<file path="src/rtl/core/point_segment_distance_core_assert.svh">
`ifndef POINT_SEGMENT_DISTANCE_CORE_ASSERT_SVH
`define POINT_SEGMENT_DISTANCE_CORE_ASSERT_SVH

// same-cycle implication, checked outside reset
`define PSD_ASSERT_NOW(lbl, ante, cons) \
  lbl: assert property (@(posedge clk) disable iff (rst) (ante) |-> (cons)) \
    else $error("assertion failed: lbl");

// next-cycle implication, checked outside reset
`define PSD_ASSERT_NEXT(lbl, ante, cons) \
  lbl: assert property (@(posedge clk) disable iff (rst) (ante) |=> (cons)) \
    else $error("assertion failed: lbl");

`endif

</file>
<file path="src/rtl/core/psd_pkg.sv">
package psd_pkg;

  localparam int COORD_BITS_DEF  = 24;
  localparam int T_FRAC_BITS_DEF = 16;
  localparam int DIST_W          = 25;
  localparam int REGION_W        = 2;

  typedef enum logic [REGION_W-1:0] {
    REG_DEGEN    = 2'd0,
    REG_BEFORE   = 2'd1,
    REG_BEYOND   = 2'd2,
    REG_INTERIOR = 2'd3
  } region_t;

  // pipeline advance and the valid bit of the beat entering a cell
  typedef struct packed {
    logic en;
    logic vld;
  } psd_ctl_t;

endpackage

</file>
<file path="src/rtl/core/psd_div_cell.sv">
module psd_div_cell import psd_pkg::*; #(
  parameter int W     = 54,
  parameter int QW    = 17,
  parameter int SW    = 8,
  parameter bit SHIFT = 1'b1
) (
  input  logic          clk,
  input  logic          rst,
  input  psd_ctl_t      ctl,
  input  logic [W-1:0]  rem_in,
  input  logic [W-1:0]  den_in,
  input  logic [QW-1:0] q_in,
  input  logic [SW-1:0] side_in,
  output logic          vld,
  output logic [W-1:0]  rem,
  output logic [W-1:0]  den,
  output logic [QW-1:0] q,
  output logic [SW-1:0] side
);

  logic [W:0]    sh;
  logic [W:0]    diff;
  logic          ge;
  logic [W-1:0]  rem_next;
  logic [QW-1:0] q_next;

  // one restoring quotient bit per cell
  always_comb begin
    sh       = SHIFT ? {rem_in, 1'b0} : {1'b0, rem_in};
    ge       = sh >= {1'b0, den_in};
    diff     = sh - {1'b0, den_in};
    rem_next = ge ? diff[W-1:0] : sh[W-1:0];
    q_next   = {q_in[QW-2:0], ge};
  end

  always_ff @(posedge clk) begin
    if (rst) begin
      vld <= 1'b0;
    end else if (ctl.en) begin
      vld <= ctl.vld;
    end
  end

  always_ff @(posedge clk) begin
    if (ctl.en) begin
      rem  <= rem_next;
      den  <= den_in;
      q    <= q_next;
      side <= side_in;
    end
  end

endmodule

</file>
<file path="config.mk">
export PLATFORM = sky130hd
export DESIGN_NAME = psd_div_cell
export DESIGN_NICKNAME = d
export VERILOG_FILES = /design/src/rtl/core/point_segment_distance_core_assert.svh /design/src/rtl/core/psd_pkg.sv /design/src/rtl/core/psd_div_cell.sv
export SDC_FILE = /design/constraint.sdc
export NUM_CORES = 1
export LEC_CHECK = 0
export ABC_CLOCK_PERIOD_IN_PS = 9300
export BUFFER_PORTS_ARGS = -buffer_cell sky130_fd_sc_hd__clkbuf_2
export CAP_MARGIN = 40
export CORE_MARGIN = 3
export CORE_UTILIZATION = 56
export DETAILED_ROUTE_END_ITERATION = 16
export GPL_TIMING_DRIVEN = 0
export PLACE_DENSITY_LB_ADDON = 0.3
export SKIP_LAST_GASP = 1
export SLEW_MARGIN = 25
export SYNTH_ARGS = -nofsm -noshare
export SYNTH_HDL_FRONTEND = slang
export SYNTH_SLANG_ARGS = --single-unit
</file>
<file path="constraint.sdc">
create_clock -name clk -period 9.3 [get_ports clk]
set_clock_uncertainty 0.1 [all_clocks]
set_input_delay 1.86 -clock clk [delete_from_list [all_inputs] [get_ports clk]]
set_output_delay 1.86 -clock clk [all_outputs]
set_load 0.1 [all_outputs]
</file>
==> results of run 1 <==
==> metal layers <==
layer  vias up  share of wire
met2       281           0.50
met5         -              0
met1      3221           0.41
met3        21          0.078
met4         0          0.015
li1       3340              -
==> cell usage in the layout, fill, tap and decap left out, drive strengths merged, types with 4 or more instances in the layout <==
cell type,synthesis,routed
a21oi,59,59
a221oi,4,4
clkinv,0,4
nor3,4,4
a21o,18,18
a31oi,6,6
a311oi,4,4
a211oi,6,6
xnor2,29,29
and3,7,7
clkbuf,11,297
nand2b,8,8
xor2,19,19
nand2,55,55
a21boi,4,4
ha,54,54
mux2i,4,4
nand4,20,20
nor4,6,6
o21ai,39,39
nand3,7,7
o21bai,16,16
edfxtp,133,133
buf,15,17
nor2b,7,7
o21a,9,9
nor2,40,40
inv,72,80
mux2,51,51
==> synthesized netlist by cell type (5+ instances only) <==
cell type	count	area, um2
nand3_1	7	35.03
xor2_1	19	166.4
clkbuf_1	10	37.54
nor2_1	39	146.4
a21oi_1	59	295.3
xnor2_1	29	254.0
mux2_4	40	600.6
inv_1	72	270.3
nand4_1	20	125.1
buf_2	10	50.05
mux2_2	5	56.30
a21o_1	18	135.1
nor2b_1	7	43.79
nand2b_1	8	50.05
a31oi_1	5	31.28
and3_1	7	43.79
a211oi_1	5	37.54
o21bai_1	16	120.1
mux2_1	6	67.56
ha_1	54	675.7
o21a_1	9	67.56
nor4_1	6	37.54
nand2_1	55	206.5
edfxtp_1	133	3994
o21ai_0	36	180.2
buf_6	5	56.30
==> worst paths after layout <==
kind,startpoint,endpoint,slack (ps),cells past startpoint
worst max-delay path,den_in[1],rem[6]$_DFFE_PP_,4160,14
worst min-delay path,vld$_SDFFE_PP0P_,vld$_SDFFE_PP0P_,400,2
worst max register to register,vld$_SDFFE_PP0P_,vld$_SDFFE_PP0P_,8620,2
worst min register to register,vld$_SDFFE_PP0P_,vld$_SDFFE_PP0P_,400,2
==> tightest hold or removal path, cell delays in order (launching register included) <==
cell	delay, ps
dfxtp_1	330
mux2i_1	60
nor2_1	80
==> power by group through the flow <==
stage          clock (W)  combinational (W)  sequential, W
6_report        0.000661           0.000949       0.000768
5_1_grt         0.000696           0.000995       0.000774
4_1_cts         0.000671           0.000948       0.000769
3_5_place_dp           0           0.000943       0.000780
3_3_place_gp           0           0.000929       0.000780
2_1_floorplan          0           0.000281        0.00127
==> registers in the layout (all words and copies together) (netlist names) <==
register / flops
den: 54
q: 17
rem: 54
side: 8
vld: 1
==> cell type report <==
cell class,count,area [um2]
fillers,1048,3999
repair buffers,271,1394
multi-input cells,516,3946
clock inverters,15,161.4
inverters,72,270.3
well taps,184,230.2
flip-flops and latches,134,4014
clock buffers,17,425.4
plain buffers,26,148.9
==> through the flow <==
stage | utilization | hold WS, ps
finish | 0.7259 | 400.7
global route | 0.7259 | 430.3
CTS | 0.7259 | 408.1
detailed placement | 0.6857 | 392.0
global placement | 0.6824 | 374.1
floorplan | - | 870.5
==> logic make-up after synthesis <==
family	after synthesis
xor gates and xnor gates	48
DFF	134
AOI/OAI and AO/OA	184
and+or+nand+nor	174
buffers and inverters	98
muxes	55
adders and majority gates	55
==> flow_metrics.py, run 1 <==
metrics = {
    "cts": {
        "clk_pin_slew_ps": 60,
        "cts_setup_buffers": 0,
        "htreeDepth": 4,
        "cts_tree": "done",
        "cts_root_buf": "clkbuf_16",
        "clk_latency_ps": 420,
        "clkSinkCount": 134,
        "postCtsResizedCells": 0,
        "cts_buffers": 17,
        "clock_path_buffers": 2,
        "cts.hold.buffers_added": 0,
    },
    "grt": {
        "grt_pass1_wl_um": 32160,
        "grt.total_usage": 0.2458,
        "met1_usage": 0.3057,
        "grt_antenna_before_repair": 0,
        "use_met2": 0.4278,
        "grt_pass1_vias": 6702,
        "grt_busiest_layer": "met2",
        "grtUsageMet3": 0.05333,
        "grt_max_degree": 74,
        "overflow": 0,
    },
    "final_layout": {
        "area_delta_synth_final_pct": 26.39,
        "fin_nets": 1230,
        "drive_above_1_share": 0.3568,
        "final_cells": 1235,
        "insertedDiodeCount": 0,
        "finalInstanceArea_um2": 10590,
    },
    "placement": {
        "hpwl_um": 16270,
        "dpl_cell_area_um2": 10000,
        "portBuffers": 269,
        "dp_cells": 1203,
        "gp_congestion": 0.8938,
        "post-place-ws_ps": 3848,
    },
    "drt": {
        "via_per_inst": 5.557,
        "antenna_left": 0,
        "drc": 0,
        "routedWlPerCell_um": 16.80,
        "drtIter0Drc": 400,
        "num_vias": 6863,
        "routed_wl_um": 20750,
        "drt_first_pass_iters": 6,
    },
    "synth": {
        "ys_warn_count": 0,
        "synth-xor-area-share": 0.05017,
        "muxShareOfSynthArea": 0.09123,
        "synth_ff_type": "edfxtp_1",
        "synth_top_family_by_area": "compound AO/OA/AOI/OAI gates",
        "yosysSeqAreaShare": 0.4790,
        "yosysUniqueCellTypes": 63,
        "netlist_area_um2": 8379,
        "ys_ff_latch": 134,
        "synth_nets": 940,
        "synth_cells": 748,
        "synthArstFlopShare": 0,
        "synth-compound-area-share": 0.1435,
        "synthAdderAreaFrac": 0.08302,
        "synth_simple_gate_area_share": 0.1030,
        "synth_edf_count": 133,
        "synth_area_per_cell_um2": 11.20,
    },
    "sta": {
        "hold_viol_final": 0,
        "tns_ps": 0,
        "fmax_mhz": 194.4,
        "relSlewSlack": 0.5328,
        "setup_violations": 0,
        "rsz0062_at_grt": "no",
        "tightest_slew_ps": 691.7,
        "fin_crit_ps": 5144,
        "setup_ws_ps": 4156,
        "maxSlewViolCount": 0,
        "timing.final.crit_share": 0.5532,
    },
    "critical_path": {
        "start_kind": "primary input",
        "cpLargestDelayFamily": "compound AO/OA/AOI/OAI gates",
        "arrival_ps": 5220,
        "critPathCaptureType": "flip-flop",
        "required_ps": 9370,
        "critPathMaxStageDelay_ps": 650,
        "path_common_cell": "buf_6",
        "worstSetupPathType": "primary input to flip-flop",
        "worst-path-max-fanout": 10,
        "crit_buf_inv": 4,
        "crit_path_top_delay_cell": "o41ai_1",
        "path_cells": "clkbuf_2 > inv_1 > ha_1 > nor2b_1 > o31a_1 > o41ai_1 > a31oi_2 > o21ai_2 > o22ai_2 > nor2_2 > o41ai_4 > buf_6 > buf_6 > mux2_4",
    },
    "pwr": {
        "switching_power_w": 0.001020,
        "power.share.sequential": 0.323,
        "worst_ir_drop_vdd_uv": 122.1,
        "intPower_w": 0.001357,
        "power_w": 0.002377,
        "power_density_nw_per_um2": 224.5,
        "pwr-share-clk": 0.278,
        "swShare": 0.4292,
        "combinationalPowerShare": 0.399,
        "p_leak_nw": 4.945,
    },
    "die": {
        "rows": 44,
        "core_um2": 14590,
        "ios": 271,
        "die_area_um2": 16470,
        "fp.dieW_um": 128.3,
        "start_util": 0.5744,
        "die_h_um": 128.3,
    },
    "outcome": {
        "outcome": "complete, no violations",
    },
    "flow_run": {
        "maxCapViolCount": 0,
    },
    "worst_hold_path": {
        "worstHoldPathType": "flip-flop to flip-flop",
    },
}
No activity file was read; power rests on OpenSTA's default activity.
==> run 2: changes to the inputs <==
Settings changed: ABC_CLOCK_PERIOD_IN_PS 9300 to 4950, CORE_UTILIZATION 56 to 52.
Clock period 9.3 ns to 4.95 ns, I/O delays scaled along.
==> flow_metrics.py, run 2 (synthesized netlist as in run 1, its figures left out) <==
metrics = {
    "placement": {
        "portBuffers": 269,
        "gp_congestion": 0.8779,
        "post-place-ws_ps": 326.7,
        "hpwl_um": 16500,
    },
    "sta": {
        "maxSlewViolCount": 0,
        "timing.final.crit_share": 0.8515,
        "fin_crit_ps": 4215,
        "tns_ps": 0,
        "fmax_mhz": 237.3,
        "tightest_slew_ps": 720.4,
        "setup_violations": 0,
        "hold_viol_final": 0,
        "rsz0062_at_grt": "no",
        "whs_ps": 422.6,
        "setup_ws_ps": 735.2,
        "relSlewSlack": 0.5153,
    },
    "pwr": {
        "power.share.sequential": 0.324,
        "switching_power_w": 0.001943,
        "swShare": 0.4367,
        "intPower_w": 0.002506,
        "worst_ir_drop_vdd_uv": 244.0,
        "p_leak_nw": 4.939,
        "pwr-share-clk": 0.276,
        "power_density_nw_per_um2": 419.1,
        "combinationalPowerShare": 0.400,
    },
    "die": {
        "rows": 45,
        "core_um2": 15480,
        "fp.dieW_um": 132.9,
        "die_area_um2": 17670,
        "die_h_um": 132.9,
        "ios": 271,
        "start_util": 0.5412,
    },
    "critical_path": {
        "crit_path_start": "den_in[1]",
        "cp.depth": 14,
        "endpoint": "rem[52]$_DFFE_PP_",
        "reg2reg_from": "vld$_SDFFE_PP0P_",
        "worstSetupPathType": "primary input to flip-flop",
        "r2r_cells": 2,
        "required_ps": 5030,
        "critPathCaptureType": "flip-flop",
        "arrival_ps": 4290,
        "critPathMaxStageDelay_ps": 560,
        "ff2ff_setup_slack_ps": 4260,
        "start_kind": "primary input",
        "path_common_cell": "buf_6",
        "crit_path_top_delay_cell": "o41ai_1",
        "r2r-end": "vld$_SDFFE_PP0P_",
        "cpLargestDelayFamily": "compound AO/OA/AOI/OAI gates",
        "crit_buf_inv": 4,
        "worst-path-max-fanout": 10,
        "path_cells": "clkbuf_2 > inv_1 > ha_1 > nor2b_1 > o31a_1 > o41ai_1 > a31oi_2 > o21ai_2 > o22ai_2 > nor2_2 > o41ai_4 > buf_6 > buf_6 > mux2_1",
    },
    "drt": {
        "drc": 0,
        "routedWlPerCell_um": 16.46,
        "drt_first_pass_iters": 5,
        "antenna_left": 0,
        "via_per_inst": 5.380,
        "drtIter0Drc": 482,
        "routed_wl_um": 20770,
        "num_vias": 6790,
    },
    "final_layout": {
        "final_common_cell": "clkbuf_2",
        "largestRegisters": "den x54, rem x54, q x17",
        "insertedDiodeCount": 0,
        "area_delta_synth_final_pct": 26.67,
        "mostFrequentLayoutCells": "clkbuf_2, edfxtp_1, inv_1",
        "drive_above_1_share": 0.3568,
        "fin_nets": 1230,
    },
    "grt": {
        "grt_pass1_wl_um": 33020,
        "grt_pass1_vias": 6673,
        "grt_max_degree": 78,
        "overflow": 0,
        "grt_antenna_before_repair": 1,
        "grt.total_usage": 0.2338,
    },
    "cts": {
        "cts_buffers": 17,
        "clock_path_buffers": 2,
        "clk_pin_slew_ps": 70,
        "clkSinkCount": 134,
        "cts.hold.buffers_added": 0,
        "cts_tree": "done",
        "clk_latency_ps": 430,
        "postCtsResizedCells": 0,
        "cts_root_buf": "clkbuf_16",
        "htreeDepth": 4,
        "cts_setup_buffers": 0,
    },
    "worst_hold_path": {
        "worstHoldStart": "vld$_SDFFE_PP0P_",
        "worstHoldPathType": "flip-flop to flip-flop",
    },
    "flow_run": {
        "maxCapViolCount": 0,
    },
    "outcome": {
        "outcome": "complete, no violations",
    },
}
[run 2: tightest hold or removal path, cell delays in order, from the launching register on]
cell	delay (ps)
dfxtp_1	330
mux2i_1	70
nor2_1	90
[run 2: final cells by class]
class	instances	area (um2)
Buffer	26	148.9
Clock buffer	17	425.4
Clock inverter	15	151.4
Fill cell	1195	4870
Inverter	72	270.3
Multi-Input combinational cell	516	3946
Sequential cell	134	4014
Tap cell	211	264.0
Timing Repair Buffer	271	1394
[run 2: worst min-delay path by stage]
stage                       end  depth (start not counted)
2_1_floorplan  vld$_SDFFE_PP0P_                          2
3_3_place_gp   vld$_SDFFE_PP0P_                          2
3_5_place_dp   vld$_SDFFE_PP0P_                          2
4_1_cts        vld$_SDFFE_PP0P_                          2
5_1_grt        vld$_SDFFE_PP0P_                          2
6_report       vld$_SDFFE_PP0P_                          2
[run 2: power groups by stage]
stage / clock network (W) / logic, W / registers, W
floorplan: 0 / 0.000529 / 0.00239
global placement: 0 / 0.00175 / 0.00147
detailed placement: 0 / 0.00177 / 0.00147
CTS: 0.00125 / 0.00178 / 0.00144
global route: 0.00129 / 0.00187 / 0.00145
finish: 0.00123 / 0.00178 / 0.00144
[run 2: metrics by stage]
| stage | power, W | cells | instance area, um2 | util |
|---|---|---|---|---|
| after detailed placement | 0.003238 | 1230 | 10040 | 0.6482 |
| final | 0.004449 | 1262 | 10610 | 0.6855 |
| after global placement | 0.003220 | 1228 | 9990 | 0.6452 |
| after global routing | 0.004616 | 1262 | 10610 | 0.6855 |
| after floorplan | 0.002914 | 748 | 8379 | - |
| after CTS | 0.004473 | 1262 | 10610 | 0.6855 |
[run 2: metal layers]
layer	GRT usage	share of wire	wire length, um	vias to the layer above
met5	0	0.00063	13	-
met2	0.3891	0.49	10090	242
met1	0.3006	0.43	8935	3158
met4	0.07275	0.016	335	2
met3	0.05970	0.067	1393	29
li1	-	-	-	3359
