`config.mk`:
```
export PLATFORM = sky130hd
export DESIGN_NAME = psd_sqrt_cell
export DESIGN_NICKNAME = d
export VERILOG_FILES = /design/src/rtl/core/point_segment_distance_core_assert.svh /design/src/rtl/core/psd_pkg.sv /design/src/rtl/core/psd_sqrt_cell.sv
export SDC_FILE = /design/constraint.sdc
export NUM_CORES = 1
export LEC_CHECK = 0
export BUFFER_PORTS_ARGS = -buffer_cell sky130_fd_sc_hd__buf_2
export CORE_ASPECT_RATIO = 0.5
export CORE_MARGIN = 2
export CORE_UTILIZATION = 30
export DETAILED_ROUTE_END_ITERATION = 12
export PLACE_DENSITY = 0.59
export SYNTH_ARGS = -nofsm -noshare
export SYNTH_HDL_FRONTEND = slang
export SYNTH_SLANG_ARGS = --single-unit
```
`constraint.sdc`:
```
create_clock -name clk -period 3.7 [get_ports clk]
set_input_delay 0.37 -clock clk [delete_from_list [all_inputs] [get_ports clk]]
set_output_delay 0.37 -clock clk [all_outputs]
set_load 0.01 [all_outputs]
```
`src/rtl/core/point_segment_distance_core_assert.svh`:
```
`ifndef POINT_SEGMENT_DISTANCE_CORE_ASSERT_SVH
`define POINT_SEGMENT_DISTANCE_CORE_ASSERT_SVH

// same-cycle implication, checked outside reset
`define PSD_ASSERT_NOW(lbl, ante, cons) \
  lbl: assert property (@(posedge clk) disable iff (rst) (ante) |-> (cons)) \
    else $error("assertion failed: lbl");

// next-cycle implication, checked outside reset
`define PSD_ASSERT_NEXT(lbl, ante, cons) \
  lbl: assert property (@(posedge clk) disable iff (rst) (ante) |=> (cons)) \
    else $error("assertion failed: lbl");

`endif

```
`src/rtl/core/psd_pkg.sv`:
```
package psd_pkg;

  localparam int COORD_BITS_DEF  = 24;
  localparam int T_FRAC_BITS_DEF = 16;
  localparam int DIST_W          = 25;
  localparam int REGION_W        = 2;

  typedef enum logic [REGION_W-1:0] {
    REG_DEGEN    = 2'd0,
    REG_BEFORE   = 2'd1,
    REG_BEYOND   = 2'd2,
    REG_INTERIOR = 2'd3
  } region_t;

  // pipeline advance and the valid bit of the beat entering a cell
  typedef struct packed {
    logic en;
    logic vld;
  } psd_ctl_t;

endpackage

```
`src/rtl/core/psd_sqrt_cell.sv`:
```
module psd_sqrt_cell import psd_pkg::*; #(
  parameter int W  = 54,
  parameter int RW = 27,
  parameter int K  = 0
) (
  input  logic                clk,
  input  logic                rst,
  input  psd_ctl_t            ctl,
  input  logic [W-1:0]        rem_in,
  input  logic [RW-1:0]       root_in,
  input  logic [REGION_W-1:0] side_in,
  output logic                vld,
  output logic [W-1:0]        rem,
  output logic [RW-1:0]       root,
  output logic [REGION_W-1:0] side
);

  logic [W+1:0]  trial;
  logic          ge;
  logic [W-1:0]  rem_next;
  logic [RW-1:0] root_next;

  // (root + 2^k)^2 - root^2 = root*2^(k+1) + 2^(2k)
  always_comb begin
    trial     = ((W+2)'(root_in) << (K + 1)) + ((W+2)'(1) << (2 * K));
    ge        = {2'b00, rem_in} >= trial;
    rem_next  = ge ? (rem_in - trial[W-1:0]) : rem_in;
    root_next = ge ? (root_in | (RW'(1) << K)) : root_in;
  end

  always_ff @(posedge clk) begin
    if (rst) begin
      vld <= 1'b0;
    end else if (ctl.en) begin
      vld <= ctl.vld;
    end
  end

  always_ff @(posedge clk) begin
    if (ctl.en) begin
      rem  <= rem_next;
      root <= root_next;
      side <= side_in;
    end
  end

endmodule

```
==> results of run 1 <==
[logic make-up (layout without fill, tap and decap cells)]
group                    count (synthesis)  count (layout)  share of synthesized area
XOR/XNOR                                51              51                     0.0815
AO/OA/AOI/OAI                          130             130                      0.161
adder cells (fa/ha/maj)                 29              29                     0.0676
AND/OR/NAND/NOR                        182             182                      0.181
buffers and inverters                   55             231                     0.0468
flip-flops                              84              84                      0.458
multiplexers                             2               2                    0.00388
[per-layer routing]
layer / vias to the layer above / part of all wire / track usage
met5: - / 0 / 0
met4: 0 / 0.011 / 0.0364
met3: 15 / 0.056 / 0.0437
met2: 147 / 0.44 / 0.262
met1: 2204 / 0.49 / 0.235
li1: 2337 / - / -
[cells in the mapped netlist (all sizes together), types with 2 or more instances]
master,instances
or3,8
edfxtp,83
clkbuf,10
a21oi,33
o211ai,3
or4,2
nor4,15
xnor2,22
nor2b,2
nor3,21
and4,2
a31oi,2
a221oi,2
a31o,2
and3,2
xor2,29
nor4b,3
nand3,11
ha,28
o21a,4
and4b,2
nor2,27
a211o,2
inv,36
nand2b,5
o21ai,39
a211oi,10
nand3b,2
o31ai,2
nand4,16
and2,2
nand2,57
a21o,16
buf,9
or2,3
o21bai,6
a2111oi,5
[critical path, delay by kind of cell]
family                     cells  cell delay [ns]
and+or+nand+nor                1             0.20
buffers and inverters          2             0.16
xor gates and xnor gates       1             0.13
adders and majority gates      1             0.46
AOI/OAI and AO/OA              5             1.77
[flip-flops by register name, summed over array words and instances (netlist names)]
name  flops
rem      54
root     27
side      2
vld       1
[worst paths after layout]
check | startpoint | to | cells after the start
worst max-delay path | rem_in[1] | rem[53]$_DFFE_PP_ | 10
worst min-delay path | rst | vld$_SDFFE_PP0P_ | 2
worst max register to register | vld$_SDFFE_PP0P_ | vld$_SDFFE_PP0P_ | 2
worst min register to register | vld$_SDFFE_PP0P_ | vld$_SDFFE_PP0P_ | 2
[power by group]
| part | switching, mW | internal, mW |
|---|---|---|
| Sequential | 0.0242 | 1.17 |
| Clock | 0.408 | 0.527 |
| Combinational | 0.393 | 0.259 |
| Total | 0.826 | 1.96 |
[final cells by class]
| cell class | instances | area (sq um) | share of cell area |
|---|---|---|---|
| clock buffers | 9 | 225 | 0.0327 |
| repair buffers | 179 | 921 | 0.134 |
| inverters | 36 | 135 | 0.0196 |
| well taps | 234 | 293 | 0.0426 |
| clock inverters | 7 | 75.1 | 0.0109 |
| multi-input cells | 394 | 2720 | 0.395 |
| flip-flops and latches | 84 | 2510 | 0.365 |
[through the flow]
stage / instance area, sq um / instances
finish: 6880 / 943
floorplan: 5480 / 533
global route: 6880 / 943
CTS: 6880 / 943
global placement: 6580 / 927
detailed placement: 6580 / 927
==> impl_summary.txt, run 1 <==
----------------------------------------------------
[Timing]
  Endpoints failing hold ... 0
  Final sum of negative setup slack ... 0 ns
  Worst slew margin ... 0.356
  Time the final worst path needs with I/O delays and setup ... 3.01 ns
  Setup-failing EPs final ... 0
  Worst slack on hold paths ... around 0.17 ns
  Worst Setup Slack, final ... ~0.69 ns
  Achievable frequency ... 0.332 GHz
  Unrepaired setup endpoints after global routing ... false
  Worst slew pin tran ... between 0.9 and 1 ns
  Slew Limit Fails ... 0
  Final Cycle Share ... 0.814
  Clk_skew ... 0 ns

[Detailed routing]
  Routed length per instance ... 17.3 microns
  Count of vias placed by the detailed router ... between 4000 and 5000
  Antenna Violating Nets Remaining ... 0
  Length of the first detailed-routing pass in iterations ... 5
  Number of design rule violations left after detail routing ... 0
  Drt initial violations ... 320
  Routed Wire Length ... around 16 mm
  Via density ... approximately 5.0

[Cells and area]
  Share of cells above drive strength 1 ... 0.310
  Leading cell type in the layout, fill and taps excluded ... sky130_fd_sc_hd__buf_2
  Top library cells by usage in the layout, fill and taps aside ... 169 x sky130_fd_sc_hd__buf_2, 83 x sky130_fd_sc_hd__edfxtp_1, 57 x sky130_fd_sc_hd__nand2_1, 36 x sky130_fd_sc_hd__inv_1
  Antenna Cells ... 0
  Number of nets in the layout ... 820
  Final core area utilization ... 0.391
  Area growth from synthesis to layout ... 25.5%
  Layout fillers ... ~1800

[Yosys]
  Combined area of all synthesized cells ... 5480 sq um
  Cell types occupying the most area after synthesis ... sky130_fd_sc_hd__edfxtp_1 45%, sky130_fd_sc_hd__ha_1 6.4%, sky130_fd_sc_hd__xor2_1 4.6%, sky130_fd_sc_hd__nand2_1 3.9%, sky130_fd_sc_hd__xnor2_1 3.5%
  Number of warning messages in the yosys log ... 0
  Post-Synthesis Cells ... around 530
  Part of the Yosys area used for sequential elements ... 0.458
  Synth cell types ... 63
  Mapped Nets ... 649
  FFs w/ async S/R, synth ... 0
  Synthesized area per cell ... 10.3 sq um
  Flops & latches, synth ... 84
  Leading register cell type out of synthesis ... sky130_fd_sc_hd__edfxtp_1
  Number of synthesized flops with an enable pin ... 83
  Fraction of post-synthesis cell area in the top cell type by area ... 0.455
  Largest area contributor in the netlist ... sky130_fd_sc_hd__edfxtp_1

[Clock tree]
  Resized Gates After CTS ... 0
  Clock-pin transition on the worst setup and hold timing paths ... about 0.07 ns
  Number of clock buffers inserted by TritonCTS ... 9
  Root buffer selected by CTS ... sky130_fd_sc_hd__clkbuf_16
  Number of buffers between clock root and the deepest sink ... 2
  Number of sinks driven by the clock tree ... between 80 and 90
  Number of buffers added to fix hold violations after cts ... 0
  Buffer count from post-CTS setup fixing ... 0
  Later-pin clock latency in the skew report ... about 0.35 ns
  TritonCTS clock tree ... built
  Number of levels the H-tree was split into ... 3

[Die]
  I/O pin cnt ... ~170
  CORE AREA ... 17600 sq um
  Number of placement rows ... 34
  X dimension of the die ... 195 microns
  Vertical extent of the die ... between 90 and 100 microns
  Total die area ... 19400 sq um
  Initial Util ... 0.311

[Hold path]
  Type of the most critical hold path ... input port to register

[Placed design]
  Total half-perimeter wirelength after legalization and detailed placement ... between 10 and 15 mm
  RePlAce Congestion ... about 0.87
  Worst Setup Slack post-DPL ... approximately 0.32 ns
  IO buf count ... 170

[Worst setup path]
  Class of the most critical setup path ... input port to register
  Delay of the slowest cell on the worst path ... ~0.5 ns
  Data arrival time of the critical path ... around 3.1 ns
  Series of cell instances along the critical path ... buf_2 > inv_1 > fa_1 > nand2b_1 > a21oi_1 > o211ai_1 > a2111oi_4 > o21ai_2 > a2111oi_0 > xnor2_1
  Reg-to-reg setup timing slack ... ~3.1 ns
  Worst Path Max Fanout ... 13
  Critical path launch point type ... input port
  Critical-path top delay cell ... sky130_fd_sc_hd__a2111oi_4
  Req. time, crit path ... 3.79 ns
  Crit end category ... register

[Global routing]
  Pin count of the biggest net entering global routing ... between 70 and 80
  Final global-route overflow total ... 0
  Global-route usage over all layers ... 0.168
  Vias in the first global route ... between 4000 and 5000
  Number of antenna violations at the first check in global routing ... 0
  Wire length of the first global-routing pass ... between 20 and 30 mm

[Power and ir drop]
  Pwr Density ... 405 nW/um^2
  Maximum VDD drop ... 253 uV
  Leak ... ~2.9 nW
  Power, Total ... roughly 2.8 mW

[Status]
  Status ... complete, no violations

[Run]
  Maximum Capacitance Violations ... 0

----------------------------------------------------
(Power assumes the default switching activity.)
==> run 2, diff against run 1 <==
clock period = 3.1 ns   (was 3.7 ns; I/O delays follow)
==> run 2 against run 1 <==
  * Die area unchanged
  * Clock skew unchanged
  * Routed wire length down 0.66%
  * Combinational power up 25%
  * Flip-flop and latch count unchanged
  * Setup slack worse by 0.37 ns
  * Largest cell class unchanged
==> impl_summary.txt, run 2 (synthesis gave the netlist of run 1 again) <==
----------------------------------------------------
[Worst setup path]
  Critical-path top delay cell ... sky130_fd_sc_hd__a2111oi_4 (unchanged)
  Req. time, crit path ... 3.18 ns (was 3.79 ns)
  Capturing element of the worst setup path ... rem[37]$_DFFE_PP_ (was rem[53]$_DFFE_PP_)
  Number of stages on the worst setup path ... 10 (unchanged)
  Register-to-Register Path Depth ... 2 (unchanged)
  Data arrival time of the critical path ... 2.86 ns (was 3.10 ns)
  Crit Reg-Reg Endpoint ... vld$_SDFFE_PP0P_ (unchanged)
  Crit end category ... register (unchanged)
  Critical path launch point type ... input port (unchanged)
  Worst Path Max Fanout ... 13 (unchanged)
  Delay of the slowest cell on the worst path ... 0.52 ns (was 0.51 ns)
  Sum of buffers and inverters on the critical path ... 2 (unchanged)
  Largest delay share family, worst path ... compound AO/OA/AOI/OAI gates (unchanged)
  FF-to-FF Start ... vld$_SDFFE_PP0P_ (unchanged)
  Reg-to-reg setup timing slack ... 2.50 ns (was 3.12 ns)
  Class of the most critical setup path ... input port to register (unchanged)
  Critical path startpoint ... rem_in[1] (unchanged)
  Series of cell instances along the critical path ... buf_2 > inv_1 > fa_1 > nand2b_1 > a21oi_1 > o211ai_1 > a2111oi_4 > o21ai_2 > a2111oi_0 > xor2_1 (was buf_2 > inv_1 > fa_1 > nand2b_1 > a21oi_1 > o211ai_1 > a2111oi_4 > o21ai_2 > a2111oi_0 > xnor2_1)

[Global routing]
  Vias in the first global route ... 4609 (was 4660)
  Wire length of the first global-routing pass ... 24.5 mm (was 25.3 mm)
  Global-route usage over all layers ... 0.164 (was 0.168)
  Final global-route overflow total ... 0 (unchanged)
  Number of antenna violations at the first check in global routing ... 0 (unchanged)
  Pin count of the biggest net entering global routing ... 55 (was 75)

[Power and ir drop]
  Maximum VDD drop ... 258 uV (was 253 uV)
  Pwr Density ... 476 nW/um^2 (was 405 nW/um^2)
  Clock network fraction of total power ... 0.339 (was 0.336)
  Leak ... 3.01 nW (was 2.87 nW)
  Logic gate share of total power ... 0.240 (was 0.234)
  Cell internal power dissipation ... 2.44 mW (was 1.96 mW)
  Net switching component of the power ... 0.946 mW (was 0.826 mW)
  Switching portion of total power ... 0.279 (was 0.296)
  Sequential fraction of design power ... 0.421 (was 0.430)

[Die]
  Vertical extent of the die ... 99.6 microns (unchanged)
  Number of placement rows ... 34 (unchanged)
  Initial Util ... 0.311 (unchanged)
  X dimension of the die ... 195 microns (unchanged)
  CORE AREA ... 17600 sq um (unchanged)
  Total die area ... 19400 sq um (unchanged)
  I/O pin cnt ... 171 (unchanged)

[Timing]
  Clk_skew ... 0 ns (unchanged)
  Final Cycle Share ... 0.898
  Worst slew margin ... 0.487 (was 0.356)
  Time the final worst path needs with I/O delays and setup ... 2.78 ns
  Worst slew pin tran ... 0.763 ns (was 0.967 ns)
  Worst Setup Slack, final ... 0.317 ns (was 0.690 ns)
  Achievable frequency ... around 0.36 GHz
  Setup-failing EPs final ... 0 (unchanged)
  Slew Limit Fails ... 0 (unchanged)
  Endpoints failing hold ... 0 (unchanged)
  Unrepaired setup endpoints after global routing ... false (unchanged)
  Final sum of negative setup slack ... 0 ns (unchanged)
  Worst slack on hold paths ... 0.119 ns (was 0.169 ns)

[Status]
  Status ... complete, no violations (unchanged)

[Cells and area]
  Share of cells above drive strength 1 ... 0.331 (was 0.310)
  Top library cells by usage in the layout, fill and taps aside ... 169 x sky130_fd_sc_hd__buf_2, 83 x sky130_fd_sc_hd__edfxtp_1, 57 x sky130_fd_sc_hd__nand2_1, 36 x sky130_fd_sc_hd__inv_1, 34 x sky130_fd_sc_hd__buf_4 (was 169 x sky130_fd_sc_hd__buf_2, 83 x sky130_fd_sc_hd__edfxtp_1, 57 x sky130_fd_sc_hd__nand2_1, 36 x sky130_fd_sc_hd__inv_1)
  Fin area ... 7110 sq um (was 6880 sq um)
  Area growth from synthesis to layout ... 29.7% (was 25.5%)
  Leading cell type in the layout, fill and taps excluded ... sky130_fd_sc_hd__buf_2 (unchanged)
  Layout fillers ... 1801 (was 1837)
  Non-filler instance count after layout ... 969 (was 943)
  Antenna Cells ... 0 (unchanged)
  Largest register FFs ... 54 (unchanged)
  Number of nets in the layout ... 846 (was 820)
  Top reg by flops ... rem (unchanged)
  Largest registers ranked by flip-flop count ... rem: 54 flops, root: 27 flops, side: 2 flops (unchanged)

[Clock tree]
  Number of clock buffers inserted by TritonCTS ... 9 (unchanged)
  Number of sinks driven by the clock tree ... 84 (unchanged)
  Number of buffers between clock root and the deepest sink ... 2 (unchanged)
  Resized Gates After CTS ... 0 (unchanged)
  Root buffer selected by CTS ... sky130_fd_sc_hd__clkbuf_16 (unchanged)
  Clock-pin transition on the worst setup and hold timing paths ... 0.06 ns (was 0.07 ns)
  Number of buffers added to fix hold violations after cts ... 0 (unchanged)
  Later-pin clock latency in the skew report ... 0.35 ns (about the same)
  Buffer count from post-CTS setup fixing ... 0 (unchanged)
  Number of levels the H-tree was split into ... 3 (unchanged)
  TritonCTS clock tree ... built (unchanged)

[Placed design]
  IO buf count ... 170 (unchanged)
  Total half-perimeter wirelength after legalization and detailed placement ... 12.9 mm (was 12.7 mm)
  Worst Setup Slack post-DPL ... -0.0505 ns (was 0.322 ns)
  Placed inst area ... 6800 sq um (was 6580 sq um)
  Number of placed instances with taps included ... 953 (was 927)
  RePlAce Congestion ... 0.849 (was 0.866)

[Run]
  Maximum Capacitance Violations ... 0 (unchanged)

[Detailed routing]
  Number of design rule violations left after detail routing ... 0 (unchanged)
  Via density ... 4.91 (was 4.99)
  Routed Wire Length ... 16.2 mm (was 16.3 mm)
  Routed length per instance ... 16.7 microns (was 17.3 microns)
  Length of the first detailed-routing pass in iterations ... 5 (unchanged)
  Drt initial violations ... 252 (was 320)
  Count of vias placed by the detailed router ... 4754 (was 4703)
  Antenna Violating Nets Remaining ... 0 (unchanged)

[Hold path]
  Type of the most critical hold path ... input port to register (unchanged)
  Cell count of the worst hold path ... 2 (unchanged)

----------------------------------------------------
==> run 2: changes by cell type in the layout (fill, tap and decap cells not counted) <==
cell,delta
sky130_fd_sc_hd__clkinvlp_4,-2
sky130_fd_sc_hd__inv_6,-2
sky130_fd_sc_hd__buf_4,+24
sky130_fd_sc_hd__bufinv_16,+1
sky130_fd_sc_hd__clkbuf_1,+2
sky130_fd_sc_hd__clkinv_1,+1
sky130_fd_sc_hd__buf_12,+2
==> run 2: power by group through the flow <==
| stage | combinational [mW] | clock, mW | sequential (mW) |
|---|---|---|---|
| final | 0.813 | 1.15 | 1.43 |
| after global routing | 0.893 | 1.22 | 1.44 |
| after CTS | 0.817 | 1.18 | 1.43 |
| after detailed placement | 0.814 | 0 | 1.45 |
| after global placement | 0.809 | 0 | 1.45 |
| after floorplan | 0.372 | 0 | 1.52 |
==> run 2: area by class of cell <==
type                    instances  area [sq um]  share of cell area
multi-input cells             394          2720               0.382
flip-flops and latches         84          2510               0.354
repair buffers                205          1140               0.161
well taps                     234           293              0.0412
clock buffers                  11           233              0.0327
inverters                      36           135              0.0190
clock inverters                 5          76.3              0.0107
==> run 2: worst min path at each step <==
stage	start	endpoint	slack [ns]
after floorplan	rst	vld$_SDFFE_PP0P_	0.38
after global placement	rst	vld$_SDFFE_PP0P_	0.47
after detailed placement	rst	vld$_SDFFE_PP0P_	0.48
after CTS	rst	vld$_SDFFE_PP0P_	0.10
after global routing	rst	vld$_SDFFE_PP0P_	0.12
final	rst	vld$_SDFFE_PP0P_	0.12
==> run 2: stage by stage <==
step / utilization / power (mW)
4_1_cts: 0.404 / 3.43
3_5_place_dp: 0.386 / 2.27
5_1_grt: 0.404 / 3.55
3_3_place_gp: 0.386 / 2.26
2_1_floorplan: - / 1.90
6_report: 0.404 / 3.39
==> run 2: layer usage <==
metal  track usage  part of all wire  vias up
li1              -                 -     2376
met1         0.226              0.49     2225
met2         0.254              0.43      137
met3        0.0451             0.064       16
met4        0.0440             0.013        0
met5             0                 0        -
